$ cat src/rtl/vtrp_pkg.sv
`timescale 1ns / 1ps
// ----------------------------------------------------------------------------
// vtrp_pkg: shared definitions of the virtual-time rate pacer
// Widths, constants, register indexes and the command and status bundles
// that run between the controller and the datapath.
// ----------------------------------------------------------------------------
package vtrp_pkg;

	// Field widths.
	localparam int BYTES_W = 16;
	localparam int TIME_W  = 64;
	localparam int RATE_W  = 17;
	localparam int BURST_W = 32;

	// Configuration port.
	localparam int CFG_IDX_W  = 1;
	localparam int CFG_DATA_W = 32;
	localparam logic [CFG_IDX_W-1:0] REG_RATE  = 1'd0;
	localparam logic [CFG_IDX_W-1:0] REG_BURST = 1'd1;

	// Burst window used when the register holds zero (10 ms).
	localparam logic [BURST_W-1:0] DEFAULT_BURST_NS = 32'd10_000_000;

	// Cost of one byte at 1 Mbit/s in ns, and the width of the dividend.
	localparam int NSPB_W = 13;
	localparam logic [NSPB_W-1:0] NS_PER_BYTE_MBPS = 13'd8000;
	localparam int DIVD_W = BYTES_W + NSPB_W;
	localparam int CNT_W  = $clog2(DIVD_W);

	// Controller to datapath commands.
	typedef struct packed {
		logic capture;
		logic calc_low;
		logic calc_start;
		logic div_step;
		logic commit;
	} vtrp_cmd_t;

	// Datapath to controller status.
	typedef struct packed {
		logic rate_zero;
		logic div_last;
		logic out_free;
	} vtrp_sts_t;

endpackage

$ cat src/rtl/vtrp_pkt_if.sv
`timescale 1ns / 1ps
// ----------------------------------------------------------------------------
// vtrp_pkt_if: packet request channel
// Carries a packet length and the current time from the sender to the pacer.
// ----------------------------------------------------------------------------
interface vtrp_pkt_if import vtrp_pkg::*; ();
	logic               valid;
	logic               ready;
	logic [BYTES_W-1:0] packet_bytes;
	logic [TIME_W-1:0]  now_ns;

	modport source (output valid, output packet_bytes, output now_ns, input ready);
	modport sink (input valid, input packet_bytes, input now_ns, output ready);
endinterface

$ cat src/rtl/vtrp_wait_if.sv
`timescale 1ns / 1ps
// ----------------------------------------------------------------------------
// vtrp_wait_if: pacing decision channel
// Carries the wait time of each packet from the pacer to the receiver.
// ----------------------------------------------------------------------------
interface vtrp_wait_if import vtrp_pkg::*; ();
	logic              valid;
	logic              ready;
	logic [TIME_W-1:0] wait_ns;

	modport source (output valid, output wait_ns, input ready);
	modport sink (input valid, input wait_ns, output ready);
endinterface

$ cat src/rtl/virtual_time_rate_pacer_top.sv
`timescale 1ns / 1ps
// ----------------------------------------------------------------------------
// virtual_time_rate_pacer_top: virtual-time packet pacer
// For each packet it returns how long to wait before sending it, based on a
// virtual next-send time, the shaping rate and a burst credit window.
// ----------------------------------------------------------------------------
// Usage:
//   pkt carries packet_bytes and now_ns; sched returns wait_ns, one result
//   per packet, in order. Both use valid/ready; a transfer happens when both
//   are high at a rising clock edge.
//   cfg_we/cfg_index/cfg_data write the shaping rate (index 0, Mbit/s, zero
//   turns shaping off) and burst_window_ns (index 1, zero means 10 ms). Write
//   them only while no packet is in flight.
//   The result is registered; when shaping is off the cost division is
//   skipped. Otherwise it runs one quotient bit per cycle over 29 bits, and
//   pkt.ready is high only while the sequencer is idle, so a packet holds
//   the block until its result is committed.
//   The result sits in an output register, so the next packet is taken while
//   a stalled receiver still holds the previous result; the following commit
//   waits until that register is free.
//   Reset clears the configuration registers, the output valid flag and the
//   next-send time to zero; no clearing pass is needed.
// ----------------------------------------------------------------------------
module virtual_time_rate_pacer_top import vtrp_pkg::*; (
	input  logic                  clk,
	input  logic                  arst_n,
	vtrp_pkt_if.sink              pkt,
	vtrp_wait_if.source           sched,
	input  logic                  cfg_we,
	input  logic [CFG_IDX_W-1:0]  cfg_index,
	input  logic [CFG_DATA_W-1:0] cfg_data
);

	vtrp_cmd_t cmd;
	vtrp_sts_t sts;

	// Sequencer.
	vtrp_ctrl u_ctrl (
		.clk       (clk),
		.arst_n    (arst_n),
		.pkt_valid (pkt.valid),
		.pkt_ready (pkt.ready),
		.sts       (sts),
		.cmd       (cmd)
	);

	// Datapath.
	vtrp_dp u_dp (
		.clk          (clk),
		.arst_n       (arst_n),
		.cfg_we       (cfg_we),
		.cfg_index    (cfg_index),
		.cfg_data     (cfg_data),
		.packet_bytes (pkt.packet_bytes),
		.now_ns       (pkt.now_ns),
		.out_ready    (sched.ready),
		.out_valid    (sched.valid),
		.wait_ns      (sched.wait_ns),
		.cmd          (cmd),
		.sts          (sts)
	);

endmodule

$ cat src/rtl/vtrp_ctrl.sv
`timescale 1ns / 1ps
// ----------------------------------------------------------------------------
// vtrp_ctrl: pacer sequencer
// Steps one packet through window floor, start time, the bit-serial cost
// division (skipped with shaping off) and the commit to the output register.
// ----------------------------------------------------------------------------
module vtrp_ctrl import vtrp_pkg::*; (
	input  logic      clk,
	input  logic      arst_n,
	input  logic      pkt_valid,
	output logic      pkt_ready,
	input  vtrp_sts_t sts,
	output vtrp_cmd_t cmd
);

	localparam logic [2:0] ST_IDLE  = 3'd0;
	localparam logic [2:0] ST_LOW   = 3'd1;
	localparam logic [2:0] ST_START = 3'd2;
	localparam logic [2:0] ST_DIV   = 3'd3;
	localparam logic [2:0] ST_DONE  = 3'd4;

	logic [2:0] state_q;
	logic [2:0] state_d;

	assign pkt_ready = (state_q == ST_IDLE);

	// Next state and command decode.
	always_comb begin
		state_d = state_q;
		cmd     = '0;
		case (state_q)
			ST_IDLE: begin
				if (pkt_valid) begin
					cmd.capture = 1'b1;
					state_d     = ST_LOW;
				end
			end
			ST_LOW: begin
				cmd.calc_low = 1'b1;
				state_d      = ST_START;
			end
			ST_START: begin
				cmd.calc_start = 1'b1;
				// Shaping off: no cost to work out.
				state_d = sts.rate_zero ? ST_DONE : ST_DIV;
			end
			ST_DIV: begin
				cmd.div_step = 1'b1;
				if (sts.div_last) begin
					state_d = ST_DONE;
				end
			end
			ST_DONE: begin
				if (sts.out_free) begin
					cmd.commit = 1'b1;
					state_d    = ST_IDLE;
				end
			end
			default: begin
				state_d = ST_IDLE;
			end
		endcase
	end

	// State register.
	always_ff @(posedge clk or negedge arst_n) begin
		if (!arst_n) begin
			state_q <= ST_IDLE;
		end else begin
			state_q <= state_d;
		end
	end

	// A result is only committed when the output register can take it.
	a_commit_free: assert property (@(posedge clk) disable iff (!arst_n)
		cmd.commit |-> sts.out_free)
		else $error("commit while output register is occupied");

	// A transfer on the request channel always starts a new packet.
	a_accept_low: assert property (@(posedge clk) disable iff (!arst_n)
		(pkt_valid && pkt_ready) |=> (state_q == ST_LOW))
		else $error("accepted packet did not start processing");

	// After a commit the sequencer is ready for the next packet.
	a_commit_idle: assert property (@(posedge clk) disable iff (!arst_n)
		cmd.commit |=> pkt_ready)
		else $error("not ready after commit");

endmodule

$ cat src/rtl/vtrp_dp.sv
`timescale 1ns / 1ps
// ----------------------------------------------------------------------------
// vtrp_dp: pacer datapath
// Holds the configuration registers and the virtual next-send time, works out
// start and wait times, divides the packet cost one bit per cycle and keeps
// the output register.
// ----------------------------------------------------------------------------
module vtrp_dp import vtrp_pkg::*; (
	input  logic                  clk,
	input  logic                  arst_n,
	input  logic                  cfg_we,
	input  logic [CFG_IDX_W-1:0]  cfg_index,
	input  logic [CFG_DATA_W-1:0] cfg_data,
	input  logic [BYTES_W-1:0]    packet_bytes,
	input  logic [TIME_W-1:0]     now_ns,
	input  logic                  out_ready,
	output logic                  out_valid,
	output logic [TIME_W-1:0]     wait_ns,
	input  vtrp_cmd_t             cmd,
	output vtrp_sts_t             sts
);

	logic [RATE_W-1:0]  rate_q;
	logic [BURST_W-1:0] burst_q;
	logic [TIME_W-1:0]  nst_q;
	logic [BYTES_W-1:0] bytes_q;
	logic [TIME_W-1:0]  now_q;
	logic [TIME_W-1:0]  lo_q;
	logic [DIVD_W-1:0]  prod_q;
	logic [TIME_W-1:0]  start_q;
	logic [TIME_W-1:0]  wait_q;
	logic [DIVD_W-1:0]  div_q;
	logic [RATE_W-1:0]  rem_q;
	logic [CNT_W-1:0]   cnt_q;
	logic               out_valid_q;
	logic [TIME_W-1:0]  out_wait_q;

	logic [BURST_W-1:0] window;
	logic [TIME_W:0]    lo_diff;
	logic [RATE_W:0]    trial;
	logic [RATE_W:0]    trial_sub;
	logic               quo_bit;

	// Configuration registers.
	always_ff @(posedge clk or negedge arst_n) begin
		if (!arst_n) begin
			rate_q  <= '0;
			burst_q <= '0;
		end else if (cfg_we) begin
			case (cfg_index)
				REG_RATE:  rate_q  <= cfg_data[RATE_W-1:0];
				REG_BURST: burst_q <= cfg_data[BURST_W-1:0];
				default: begin
				end
			endcase
		end
	end

	// Window floor: now minus the window, or zero when now lies inside it.
	assign window  = (burst_q == '0) ? DEFAULT_BURST_NS : burst_q;
	assign lo_diff = {1'b0, now_q} - {1'b0, (TIME_W - BURST_W)'(0), window};

	// One restoring division step on the packet cost.
	assign trial     = {rem_q, div_q[DIVD_W-1]};
	assign trial_sub = trial - {1'b0, rate_q};
	assign quo_bit   = !trial_sub[RATE_W];

	// Packet capture and the start, wait and division registers.
	always_ff @(posedge clk) begin
		if (cmd.capture) begin
			bytes_q <= packet_bytes;
			now_q   <= now_ns;
		end
		if (cmd.calc_low) begin
			lo_q   <= (lo_diff[TIME_W] || lo_diff[TIME_W-1:0] == '0) ? '0 :
			          lo_diff[TIME_W-1:0];
			prod_q <= DIVD_W'(bytes_q) * DIVD_W'(NS_PER_BYTE_MBPS);
		end
		if (cmd.calc_start) begin
			start_q <= (nst_q > lo_q) ? nst_q : lo_q;
			div_q   <= prod_q;
			rem_q   <= '0;
			cnt_q   <= CNT_W'(DIVD_W - 1);
		end
		if (cmd.div_step) begin
			div_q  <= {div_q[DIVD_W-2:0], quo_bit};
			rem_q  <= quo_bit ? trial_sub[RATE_W-1:0] : trial[RATE_W-1:0];
			cnt_q  <= cnt_q - CNT_W'(1);
			wait_q <= (start_q > now_q) ? start_q - now_q : '0;
		end
	end

	// Virtual next-send time, advanced by the cost when shaping is on.
	always_ff @(posedge clk or negedge arst_n) begin
		if (!arst_n) begin
			nst_q <= '0;
		end else if (cmd.commit && rate_q != '0) begin
			nst_q <= start_q + TIME_W'(div_q);
		end
	end

	// Output register.
	always_ff @(posedge clk or negedge arst_n) begin
		if (!arst_n) begin
			out_valid_q <= 1'b0;
		end else if (cmd.commit) begin
			out_valid_q <= 1'b1;
		end else if (out_ready) begin
			out_valid_q <= 1'b0;
		end
	end

	always_ff @(posedge clk) begin
		if (cmd.commit) begin
			out_wait_q <= (rate_q == '0) ? '0 : wait_q;
		end
	end

	assign out_valid     = out_valid_q;
	assign wait_ns       = out_wait_q;
	assign sts.rate_zero = (rate_q == '0);
	assign sts.div_last  = (cnt_q == '0);
	assign sts.out_free  = !out_valid_q || out_ready;

	// A commit always leaves a result in the output register.
	a_commit_valid: assert property (@(posedge clk) disable iff (!arst_n)
		cmd.commit |=> out_valid_q)
		else $error("commit did not load the output register");

	// The next-send time moves only on a commit with shaping on.
	a_nst_hold: assert property (@(posedge clk) disable iff (!arst_n)
		!(cmd.commit && rate_q != '0) |=> $stable(nst_q))
		else $error("next-send time changed outside a commit");

	// Each division step counts down by one.
	a_div_count: assert property (@(posedge clk) disable iff (!arst_n)
		(cmd.div_step && !sts.div_last) |=> (cnt_q == $past(cnt_q) - CNT_W'(1)))
		else $error("division counter skipped");

endmodule
$ cat src/flat_wrapper.sv
// flat-port wrapper written by rule: the top's interface ports become plain ports
module virtual_time_rate_pacer_top_flat import vtrp_pkg::*;
  (clk, arst_n, cfg_we, cfg_index, cfg_data, pkt_valid, pkt_packet_bytes, pkt_now_ns, pkt_ready, sched_valid, sched_wait_ns, sched_ready);
  vtrp_pkt_if pkt_i ();
  vtrp_wait_if sched_i ();
  input  logic clk;
  input  logic arst_n;
  input  logic cfg_we;
  input  logic [CFG_IDX_W-1:0] cfg_index;
  input  logic [CFG_DATA_W-1:0] cfg_data;
  input wire logic [$bits(pkt_i.valid)-1:0] pkt_valid;
  input wire logic [$bits(pkt_i.packet_bytes)-1:0] pkt_packet_bytes;
  input wire logic [$bits(pkt_i.now_ns)-1:0] pkt_now_ns;
  output wire logic [$bits(pkt_i.ready)-1:0] pkt_ready;
  output wire logic [$bits(sched_i.valid)-1:0] sched_valid;
  output wire logic [$bits(sched_i.wait_ns)-1:0] sched_wait_ns;
  input wire logic [$bits(sched_i.ready)-1:0] sched_ready;
  assign pkt_i.valid = pkt_valid;
  assign pkt_i.packet_bytes = pkt_packet_bytes;
  assign pkt_i.now_ns = pkt_now_ns;
  assign pkt_ready = pkt_i.ready;
  assign sched_valid = sched_i.valid;
  assign sched_wait_ns = sched_i.wait_ns;
  assign sched_i.ready = sched_ready;
  virtual_time_rate_pacer_top u_core (.clk(clk), .arst_n(arst_n), .pkt(pkt_i), .sched(sched_i), .cfg_we(cfg_we), .cfg_index(cfg_index), .cfg_data(cfg_data));
endmodule
$ cat config.mk
export PLATFORM = sky130hd
export DESIGN_NAME = virtual_time_rate_pacer_top_flat
export DESIGN_NICKNAME = d
export VERILOG_FILES = /design/src/rtl/vtrp_pkg.sv /design/src/rtl/vtrp_pkt_if.sv /design/src/rtl/vtrp_wait_if.sv /design/src/rtl/virtual_time_rate_pacer_top.sv /design/src/rtl/vtrp_ctrl.sv /design/src/rtl/vtrp_dp.sv /design/src/flat_wrapper.sv
export SDC_FILE = /design/constraint.sdc
export NUM_CORES = 1
export LEC_CHECK = 0
export BUFFER_PORTS_ARGS = -buffer_cell sky130_fd_sc_hd__buf_2
export CAP_MARGIN = 0
export CORE_MARGIN = 1
export CORE_UTILIZATION = 50
export DETAILED_ROUTE_END_ITERATION = 10
export HOLD_SLACK_MARGIN = 0.02
export MAX_ROUTING_LAYER = met4
export PLACE_DENSITY_LB_ADDON = 0.05
export SYNTH_ARGS = -nofsm -noshare
export SYNTH_HDL_FRONTEND = slang
export SYNTH_HIERARCHICAL = 1
export SYNTH_SLANG_ARGS = --single-unit
$ cat constraint.sdc
create_clock -name clk -period 13.5 [get_ports clk]
set_input_delay 0.675 -clock clk [delete_from_list [all_inputs] [get_ports clk]]
set_output_delay 0.675 -clock clk [all_outputs]
set_load 0.02 [all_outputs]
### Word level (Yosys, flattened, before mapping)

Index checks and enable logic that the tools add are counted.

* multiply operators: 1
* mux-type cells: 23
* $lt $le $gt $ge: 2
* reduce and logical (&&, ||, !) cells: 16
* shift operators: 0
* div/mod/pow operators: 0
* $add $sub $neg: 5
* bitwise gates (word level): 1
* equality and inequality tests: 7

Operators by type and width (count)
* > comparator 64 bit: 2
* subtractor 64 x 32 -> 65 bit: 1
* adder 64 x 29 -> 64 bit: 1
* zero test 64 bit: 1
* 2-to-1 mux 64 bit: 1
* subtractor 64 bit: 1
* 2-to-1 mux 29 bit: 2
* 2-to-1 mux 17 bit: 3
* zero test 32 bit: 1
* 2-to-1 mux 32 bit: 1
* multiplier 16 x 7 -> 23 bit (second input constant): 1
* subtractor 18 x 17 -> 18 bit: 1
* zero test 17 bit: 1
* nonzero test 17 bit: 1
* case mux 3 bit (5 select lines): 1
* 2-to-1 mux 3 bit: 4
* 2-to-1 mux 5 bit: 2
* 2-to-1 mux 1 bit: 9
* equality test 3 x 2 -> 1 bit (second input constant): 2
* zero test 5 bit: 1
* subtractor 5 x 1 -> 5 bit (second input constant): 1
* inequality test 2 x 1 -> 1 bit (second input constant): 2
* AND reduction 2 bit: 2
* nonzero test 2 bit: 2
* 9 further kinds: 11

* memories kept: 0
* input bits: 118
* ROM bits: 0
* RAM bits: 0
* flip-flop bits (word level): 527
* latch bits: 0

### Logic depth before layout (Yosys ltp)

Gate-level depths: netlist of run 1.

* depth after elaboration: 5
* gate-level depth with buffers: 18

### Hierarchy

Netlist of run 1, hierarchy kept.

Modules (own cells, without submodules)
* vtrp_dp: sequential area each 15164.5 um^2, cells each 3005, area an instance 32279.7 um^2, times used 1
* vtrp_ctrl: sequential area each 75.1 um^2, cells each 22, area an instance 202.7 um^2, times used 1

### Worst setup path after synthesis of run 1

No wires, ideal clock.

* path type: register to register
* from: register u_core.u_ctrl.state_q[2]
* to: register u_core.u_dp.bytes_q[0], enable pin
* path buffers: 1
* data required time: 12.756 ns
* period minus slack after synthesis: 9.600 ns
* arrival time: 8.856 ns
* setup time: 0.744 ns
* slack: 3.900 ns
* cell stages (with the launch flop): 3
* cells stage by stage: dfrtp_1 -> clkbuf_1 -> nor4b_1

RTL lines
* start: declaration: line vtrp_ctrl.sv:22 `logic [2:0] state_q;`
* start signal: assignment: line vtrp_ctrl.sv:70 `state_q <= state_d;`
* end signal: assignment: line vtrp_dp.sv:71 `bytes_q <= packet_bytes;`
* end: declaration: line vtrp_dp.sv:26 `logic [BYTES_W-1:0] bytes_q;`

### Final worst setup path of run 1

* from: register u_core.u_dp.bytes_q[0]
* to: register u_core.u_dp.prod_q[27] (data pin)

* longest elaborated chain between the ends: 1

Ends and longest elaborated chain
* multiplier 16 x 7 -> 23 bit: line vtrp_dp.sv:77 `prod_q <= DIVD_W'(bytes_q) * DIVD_W'(NS_PER_BYTE_MBPS);`
* end signal: assignment: line vtrp_dp.sv:77
* end: declaration: line vtrp_dp.sv:29 `logic [DIVD_W-1:0] prod_q;`

Every way passes these cells.
A chain may end at the register's enable or synchronous reset.

==> results by group, run 1 <==
Timing
  – Worst Tran Pin Value: 1.24 ns
  – Relative slew slack: 16.8%
  – Final setup skew: 0.0221 ns
  – Tcrit/Tclk final: 41.9%
  – Max-slew violation total from the final report: 0
  – Hold Slack: 0.208 ns
  – Crit path time final: 5.66 ns
  – Hold Violations, Final: 0
  – Setup_tns: 0 ns
  – Max frequency: 177 MHz
  – Unrepaired setup endpoints after global routing: no
  – Final setup fails: 0

Finish
  – Fin util: 56.4%
  – Area growth syn-to-layout: 11.8%
  – Diode count: 0
  – Share of cells above drive strength 1: 13.1%
  – Final nets: 3,630
  – # fillers: 5,607
  – Non-Filler Instances: 4,100

Run status
  – Outcome: complete, no violations

Logic synthesis
  – Top-count cell post-synth: edfxtp_1
  – Register bit count reported by yosys: 527
  – Asr flop ratio synth: 22.2%
  – Top cells by count, synth: edfxtp_1 (410), ha_1 (261), inv_1 (238)
  – Sequential share of the synthesized area: 46.9%
  – Cell Area, Synth: 32,500 µm²
  – Syn Nets: 3,464
  – Syn. warnings: 6
  – Area share of the largest cell type after synthesis: 37.9%
  – Largest area contributor in the netlist: edfxtp_1
  – Top cells by area, synth: edfxtp_1 (38%), ha_1 (10%), dfrtp_1 (9.0%)
  – Avg Cell Area, Syn: 10.7 µm²
  – Synth Flop Type: edfxtp_1
  – Cells after synthesis: 3,027
  – Synth cell types: 80
  – Post-synth EDFFs: 410

Floorplan
  – IO Pins: 184
  – Die Height: 257 µm
  – Die width: 257 µm
  – Core ar.: 64,300 µm²
  – Std-Cell Rows: 93
  – Die area: 66,000 µm²
  – Initial core utilization: 50.5%

Setup path
  – Critical path buffer and inverter count: 2
  – Crit. End Element: flop
  – Reg2Reg Depth: 17
  – CP max stage cell: fa_1
  – Setup crit start kind: flop
  – Worst path top cell family by delay: adder cells
  – Top cell by count, worst path: fa_1
  – Crit path max fanout: 5
  – Critical path depth: 17
  – CP Cell Sequence: fa_1 > inv_1 > fa_1 > fa_1 > inv_1 > fa_1 > ha_1 > a21oi_1 > nor2b_1 > o21a_1 > o41ai_1 > o2111ai_1 > a31oi_1 > nor2b_1 > o21a_1 > o41a_1 > xor2_1
  – CP peak stage delay: 0.60 ns
  – Worst r2r src: u_core/u_dp/bytes_q[0]
  – CP required: 13.89 ns
  – R2R setup slack: 7.84 ns
  – WP data arrival: 6.05 ns
  – Crit Path Category: reg -> reg
  – FF-to-FF End: u_core/u_dp/prod_q[27]

Placed design
  – Routability cong.: 0.941
  – Cell Count Post-Placement: 3,985
  – # port buffers: 183
  – DP Wirelength: 71.1 mm

Job
  – Max-cap check violation count: 0

Route
  – Post-route ant nets: 0
  – Drt drc: 0
  – 1st-iter DRT viols: 1,641
  – Via count: 23,500
  – Vias per cell: 5.74
  – Routed WL: 91.1 mm
  – Wire length per cell: 22.2 µm
  – Drt pass-1 iters: 5

CTS
  – CTS tree: yes
  – Clk root buf: clkbuf_16
  – Worst skew pair latency: 0.64 ns
  – CTS Sinks: 527
  – CTS-repair resized insts: 0
  – Clock Path Buffers: 3
  – H-tree depth: 2
  – Num CTS Buffers: 60
  – Buffer count from post-CTS setup fixing: 0
  – Clock transition at path regs: 0.06 ns

Power and ir drop
  – Net Sw Frac: 34.4%
  – Clock power frac: 27.2%
  – Pwr per Cell Area: 169 nW/µm²
  – Combinational share of power: 33.8%
  – Flop pwr share: 38.9%
  – Power, Total: 6.15 mW
  – Psw: 2.12 mW
  – Peak VDD IR: 167 µV
  – Internal power: 4.04 mW
  – Pleak: 15.1 nW

Global routing
  – Vias in the first global route: 23,100
  – GR Util All Layers: 28.2%
  – Largest net degree at the start of global routing: 73
  – Overall overflow remaining after global route: 0
  – Initial antenna violation count: 0
  – First-pass GRT wire length: 138 mm

Min path
  – HP Class: in -> reg
  – Hold depth: 1
  – Hold Startpoint: pkt_now_ns[32]
  – Hold Crit Endpoint: u_core/u_dp/now_q[32]
-- registers in the layout, summed over array words and instances (netlist names), 23 cells and up --
name                 flops
u_core/u_dp/now_q       64
u_core/u_dp/nst_q       64
u_core/u_dp/burst_q     32
u_core/u_dp/wait_q      64
u_core/u_dp/prod_q      23
u_core/u_dp/wait_ns     64
u_core/u_dp/start_q     64
u_core/u_dp/div_q       29
u_core/u_dp/lo_q        64
-- cells by family (layout without fill, tap and decap cells) --
group	after synthesis	in the layout	share of synthesized area, %
compound gates	634	634	12.4
xor+xnor	200	200	5.39
fa+ha+maj	319	319	13.6
buf+inv	339	557	4.07
flops	527	527	46.9
mux	123	123	4.26
simple gates	885	885	13.4
-- worst max path at each step --
stage               slack, ns                      to                startpoint
finish                   7.84  u_core/u_dp/prod_q[27]    u_core/u_dp/bytes_q[0]
global route             7.56     u_core/u_dp/lo_q[3]   u_core/u_dp/burst_q[25]
CTS                      7.80  u_core/u_dp/prod_q[27]    u_core/u_dp/bytes_q[0]
detailed placement       7.83  u_core/u_dp/prod_q[27]    u_core/u_dp/bytes_q[0]
global placement         7.87  u_core/u_dp/prod_q[27]    u_core/u_dp/bytes_q[2]
floorplan                3.90  u_core/u_dp/bytes_q[0]  u_core/u_ctrl/state_q[2]
-- final cells by class --
| class | count | area [µm²] | share of cell area [%] |
|---|---|---|---|
| clock buffer | 82 | 1650 | 4.56 |
| clock inverter | 32 | 380 | 1.05 |
| inverter | 238 | 893 | 2.46 |
| multi-input combinational | 2161 | 16000 | 44.0 |
| sequential | 527 | 15200 | 42.0 |
| tap | 855 | 1070 | 2.95 |
| timing repair buffer | 205 | 1090 | 3.00 |
-- metrics by stage --
step	instance area, µm²	setup WS [ns]
6_report	36300	7.84
5_1_grt	36300	7.56
4_1_cts	36300	7.80
3_5_place_dp	34300	7.83
3_3_place_gp	34300	7.87
2_1_floorplan	32500	3.90
-- worst reg2reg max path: stages (launching register included) --
cell	delay [ns]
edfxtp_1	0.49
fa_1	0.60
inv_1	0.06
fa_1	0.48
fa_1	0.53
inv_1	0.06
fa_1	0.45
ha_1	0.34
a21oi_1	0.23
nor2b_1	0.08
o21a_1	0.20
o41ai_1	0.56
o2111ai_1	0.26
a31oi_1	0.33
nor2b_1	0.08
o21a_1	0.20
o41a_1	0.32
xor2_1	0.15
-- routing by layer --
layer	vias to the layer above	GRT usage (%)	routed length (µm)
li1	11200	-	-
met4	0	6.86	1900
met3	115	3.21	4730
met2	685	46.0	43500
met5	-	-	0
met1	11500	37.7	41000
-- power groups by stage --
stage	Sequential [mW]	Combinational (mW)	Clock [mW]
after floorplan	2.35	1.56	0
after global placement	2.42	2.03	0
after detailed placement	2.43	2.07	0
after CTS	2.40	2.08	1.72
after global routing	2.42	2.31	1.77
final	2.40	2.08	1.68
-- placed cells by master, fill, tap and decap left out, types with 27 or more instances in the layout --
cell       count
mux2_2        94
inv_1        238
nor3_1        56
dfrtp_1      117
nand2b_1      28
edfxtp_1     410
xnor2_1      129
ha_1         261
and3_1        27
o21ai_1       38
nand4_1       54
clkbuf_16     60
nor2b_1       98
nor2_1       236
nand3_1       64
a21oi_1      158
mux2_1        28
nand2_1      211
a21o_1       102
buf_2        182
fa_1          58
xor2_1        70
o21ai_0      158
-- timing repair --
item / 4_1_cts / 5_1_grt
endpoints found under the hold margin: 5 / 0
endpoints found under the setup margin: 0 / 0
hold buffers: 1 / 0
(Power assumes the default switching activity.)
==> inputs of run 2 (changes only) <==
clock period = 4.6 ns   (was 13.5 ns; I/O delays follow)
==> results by group, run 2 (same netlist as run 1, synthesis figures left out) <==
Timing
  – Final WS setup: -0.370 ns
  – Relative slew slack: 28.4%
  – Setup_tns: -0.752 ns
  – Worst Tran Pin Value: 1.07 ns
  – Hold Violations, Final: 0
  – Unrepaired setup endpoints after global routing: yes
  – Max-slew violation total from the final report: 0
  – Tcrit/Tclk final: 108%
  – Crit path time final: 4.97 ns
  – Max frequency: 201 MHz
  – Final setup skew: 0.0199 ns
  – Final setup fails: 3

Finish
  – Fin util: 60.6%
  – Final nets: 3,895
  – Commonest non-fill, non-tap cell in the layout: edfxtp_1
  – Non-Filler Instances: 4,365
  – Share of cells above drive strength 1: 17.6%
  – Area growth syn-to-layout: 20.0%
  – Diode count: 0
  – Commonest cells after routing, fill and taps aside: edfxtp_1 (410), ha_1 (255), inv_1 (237), nor2_1 (233), nand2_1 (211)
  – # fillers: 5,351

Global routing
  – Met2 Usage GRT: 47.3%
  – Met1 GRT Util: 38.0%
  – Vias in the first global route: 24,800
  – Initial antenna violation count: 1
  – First-pass GRT wire length: 143 mm
  – GR peak layer: met2
  – Overall overflow remaining after global route: 0
  – GR Util met3: 3.06%
  – Largest net degree at the start of global routing: 74
  – GR Util All Layers: 28.7%

Placed design
  – Routability cong.: 0.961
  – Place WS: -0.375 ns
  – Cell Count Post-Placement: 4,119
  – # port buffers: 183
  – DP Wirelength: 71.2 mm

Route
  – 1st-iter DRT viols: 1,710
  – Vias per cell: 5.65
  – Drt pass-1 iters: 6
  – Routed WL: 92.2 mm
  – Via count: 24,700
  – Drt drc: 0
  – Wire length per cell: 21.1 µm
  – Post-route ant nets: 0

Min path
  – HP Class: in -> reg

Floorplan
  – Die Height: 257 µm
  – Initial core utilization: 50.5%
  – IO Pins: 184
  – Core ar.: 64,300 µm²
  – Die area: 66,000 µm²
  – Die width: 257 µm
  – Std-Cell Rows: 93

CTS
  – CTS tree: yes
  – Clock transition at path regs: 0.06 ns
  – Worst skew pair latency: 0.64 ns
  – CTS Sinks: 527
  – Clock Path Buffers: 3
  – Num CTS Buffers: 60
  – Clk root buf: clkbuf_16
  – H-tree depth: 2

Run status
  – Outcome: complete, but fails checks
  – Violated checks: negative setup slack

Power and ir drop
  – Internal power: 12.1 mW
  – Pwr per Cell Area: 473 nW/µm²
  – Flop pwr share: 38.1%
  – Combinational share of power: 35.2%
  – Psw: 6.31 mW
  – Clock power frac: 26.7%
  – Net Sw Frac: 34.2%
  – Pleak: 16.4 nW
  – Power, Total: 18.5 mW
  – Peak VDD IR: 500 µV

Setup path
  – Crit Path Category: reg -> reg
  – CP peak stage delay: 0.59 ns
  – Crit. End Element: flop
  – Critical path buffer and inverter count: 2
  – Crit path max fanout: 2
  – CP Cell Sequence: fa_1 > inv_1 > fa_1 > fa_1 > inv_2 > fa_1 > ha_4 > a21oi_4 > nor2b_1 > o21a_1 > o41ai_4 > o2111ai_2 > a31oi_1 > nor2b_1 > o21a_1 > o41a_1 > xor2_1
  – R2R setup slack: -0.37 ns
  – Worst path top cell family by delay: adder cells
  – Top cell by count, worst path: fa_1
  – Setup crit start kind: flop
  – CP required: 4.97 ns
  – WP data arrival: 5.34 ns
  – CP max stage cell: fa_1

Job
  – Max-cap check violation count: 0
[run 2: cell count changes in the layout (fill, tap and decap cells not counted), sizes merged]
cell,delta
clkinvlp,+1
clkbuf,-5
buf,+151
clkinv,+2
dlygate4sd3,+114
bufinv,+1
inv,+1
[run 2: worst paths after layout]
kind | endpoint | depth (start not counted) | start
worst max register to register | u_core/u_dp/prod_q[27] | 17 | u_core/u_dp/bytes_q[0]
max in group asynchronous | u_core/u_dp/burst_q[18] | 3 | arst_n
min in group asynchronous | u_core/u_dp/nst_q[50] | 2 | arst_n
worst min-delay path | u_core/u_dp/rate_q[7] | 4 | cfg_index
worst max-delay path | u_core/u_dp/prod_q[27] | 17 | u_core/u_dp/bytes_q[0]
worst min register to register | u_core/u_dp/nst_q[20] | 2 | u_core/u_dp/nst_q[20]
[run 2: final cells by class]
type | instances | area, µm² | share of cell area (%)
clock buffers | 77 | 1610 | 4.12
well taps | 855 | 1070 | 2.74
repair buffers | 470 | 3430 | 8.79
inverters | 238 | 893 | 2.29
flip-flops and latches | 527 | 15200 | 39.1
multi-input cells | 2161 | 16300 | 41.9
clock inverters | 37 | 432 | 1.11
[run 2: worst reg2reg max path: stages (launching register included)]
cell,delay [ns]
edfxtp_1,0.42
fa_1,0.59
inv_1,0.06
fa_1,0.44
fa_1,0.51
inv_2,0.04
fa_1,0.51
ha_4,0.22
a21oi_4,0.12
nor2b_1,0.06
o21a_1,0.21
o41ai_4,0.37
o2111ai_2,0.16
a31oi_1,0.24
nor2b_1,0.07
o21a_1,0.18
o41a_1,0.34
xor2_1,0.16
[run 2: timing repair]
item                                    CTS  global route
cloned                                    0             0
endpoints found under the hold margin   192             0
endpoints found under the setup margin   67            73
setup buffers                             4            14
pin swaps                                 8            39
hold buffers                            115             0
gates resized for setup                  19            35
[run 2: power groups by stage]
stage / Combinational, mW / Clock (mW) / Sequential, mW
after floorplan: 4.58 / 0 / 6.84
after global placement: 6.14 / 0 / 7.10
after detailed placement: 6.30 / 0 / 7.11
after CTS: 6.43 / 5.04 / 7.02
after global routing: 7.17 / 5.21 / 7.10
final: 6.50 / 4.93 / 7.03
[run 2: per-stage QoR]
step / hold WS (ns) / instance area [µm²]
2_1_floorplan: -0.0656 / 32600
3_3_place_gp: 0.299 / 35400
3_5_place_dp: 0.307 / 35400
4_1_cts: 0.0587 / 38700
5_1_grt: 0.127 / 39000
6_report: 0.112 / 39000
[run 2: routing by layer]
metal / share of wire, % / wire length (µm) / vias up
li1: - / - / 11800
met1: 45 / 41200 / 12100
met2: 48 / 44500 / 649
met3: 4.8 / 4430 / 103
met4: 2.3 / 2100 / 0
met5: 0 / 0 / -
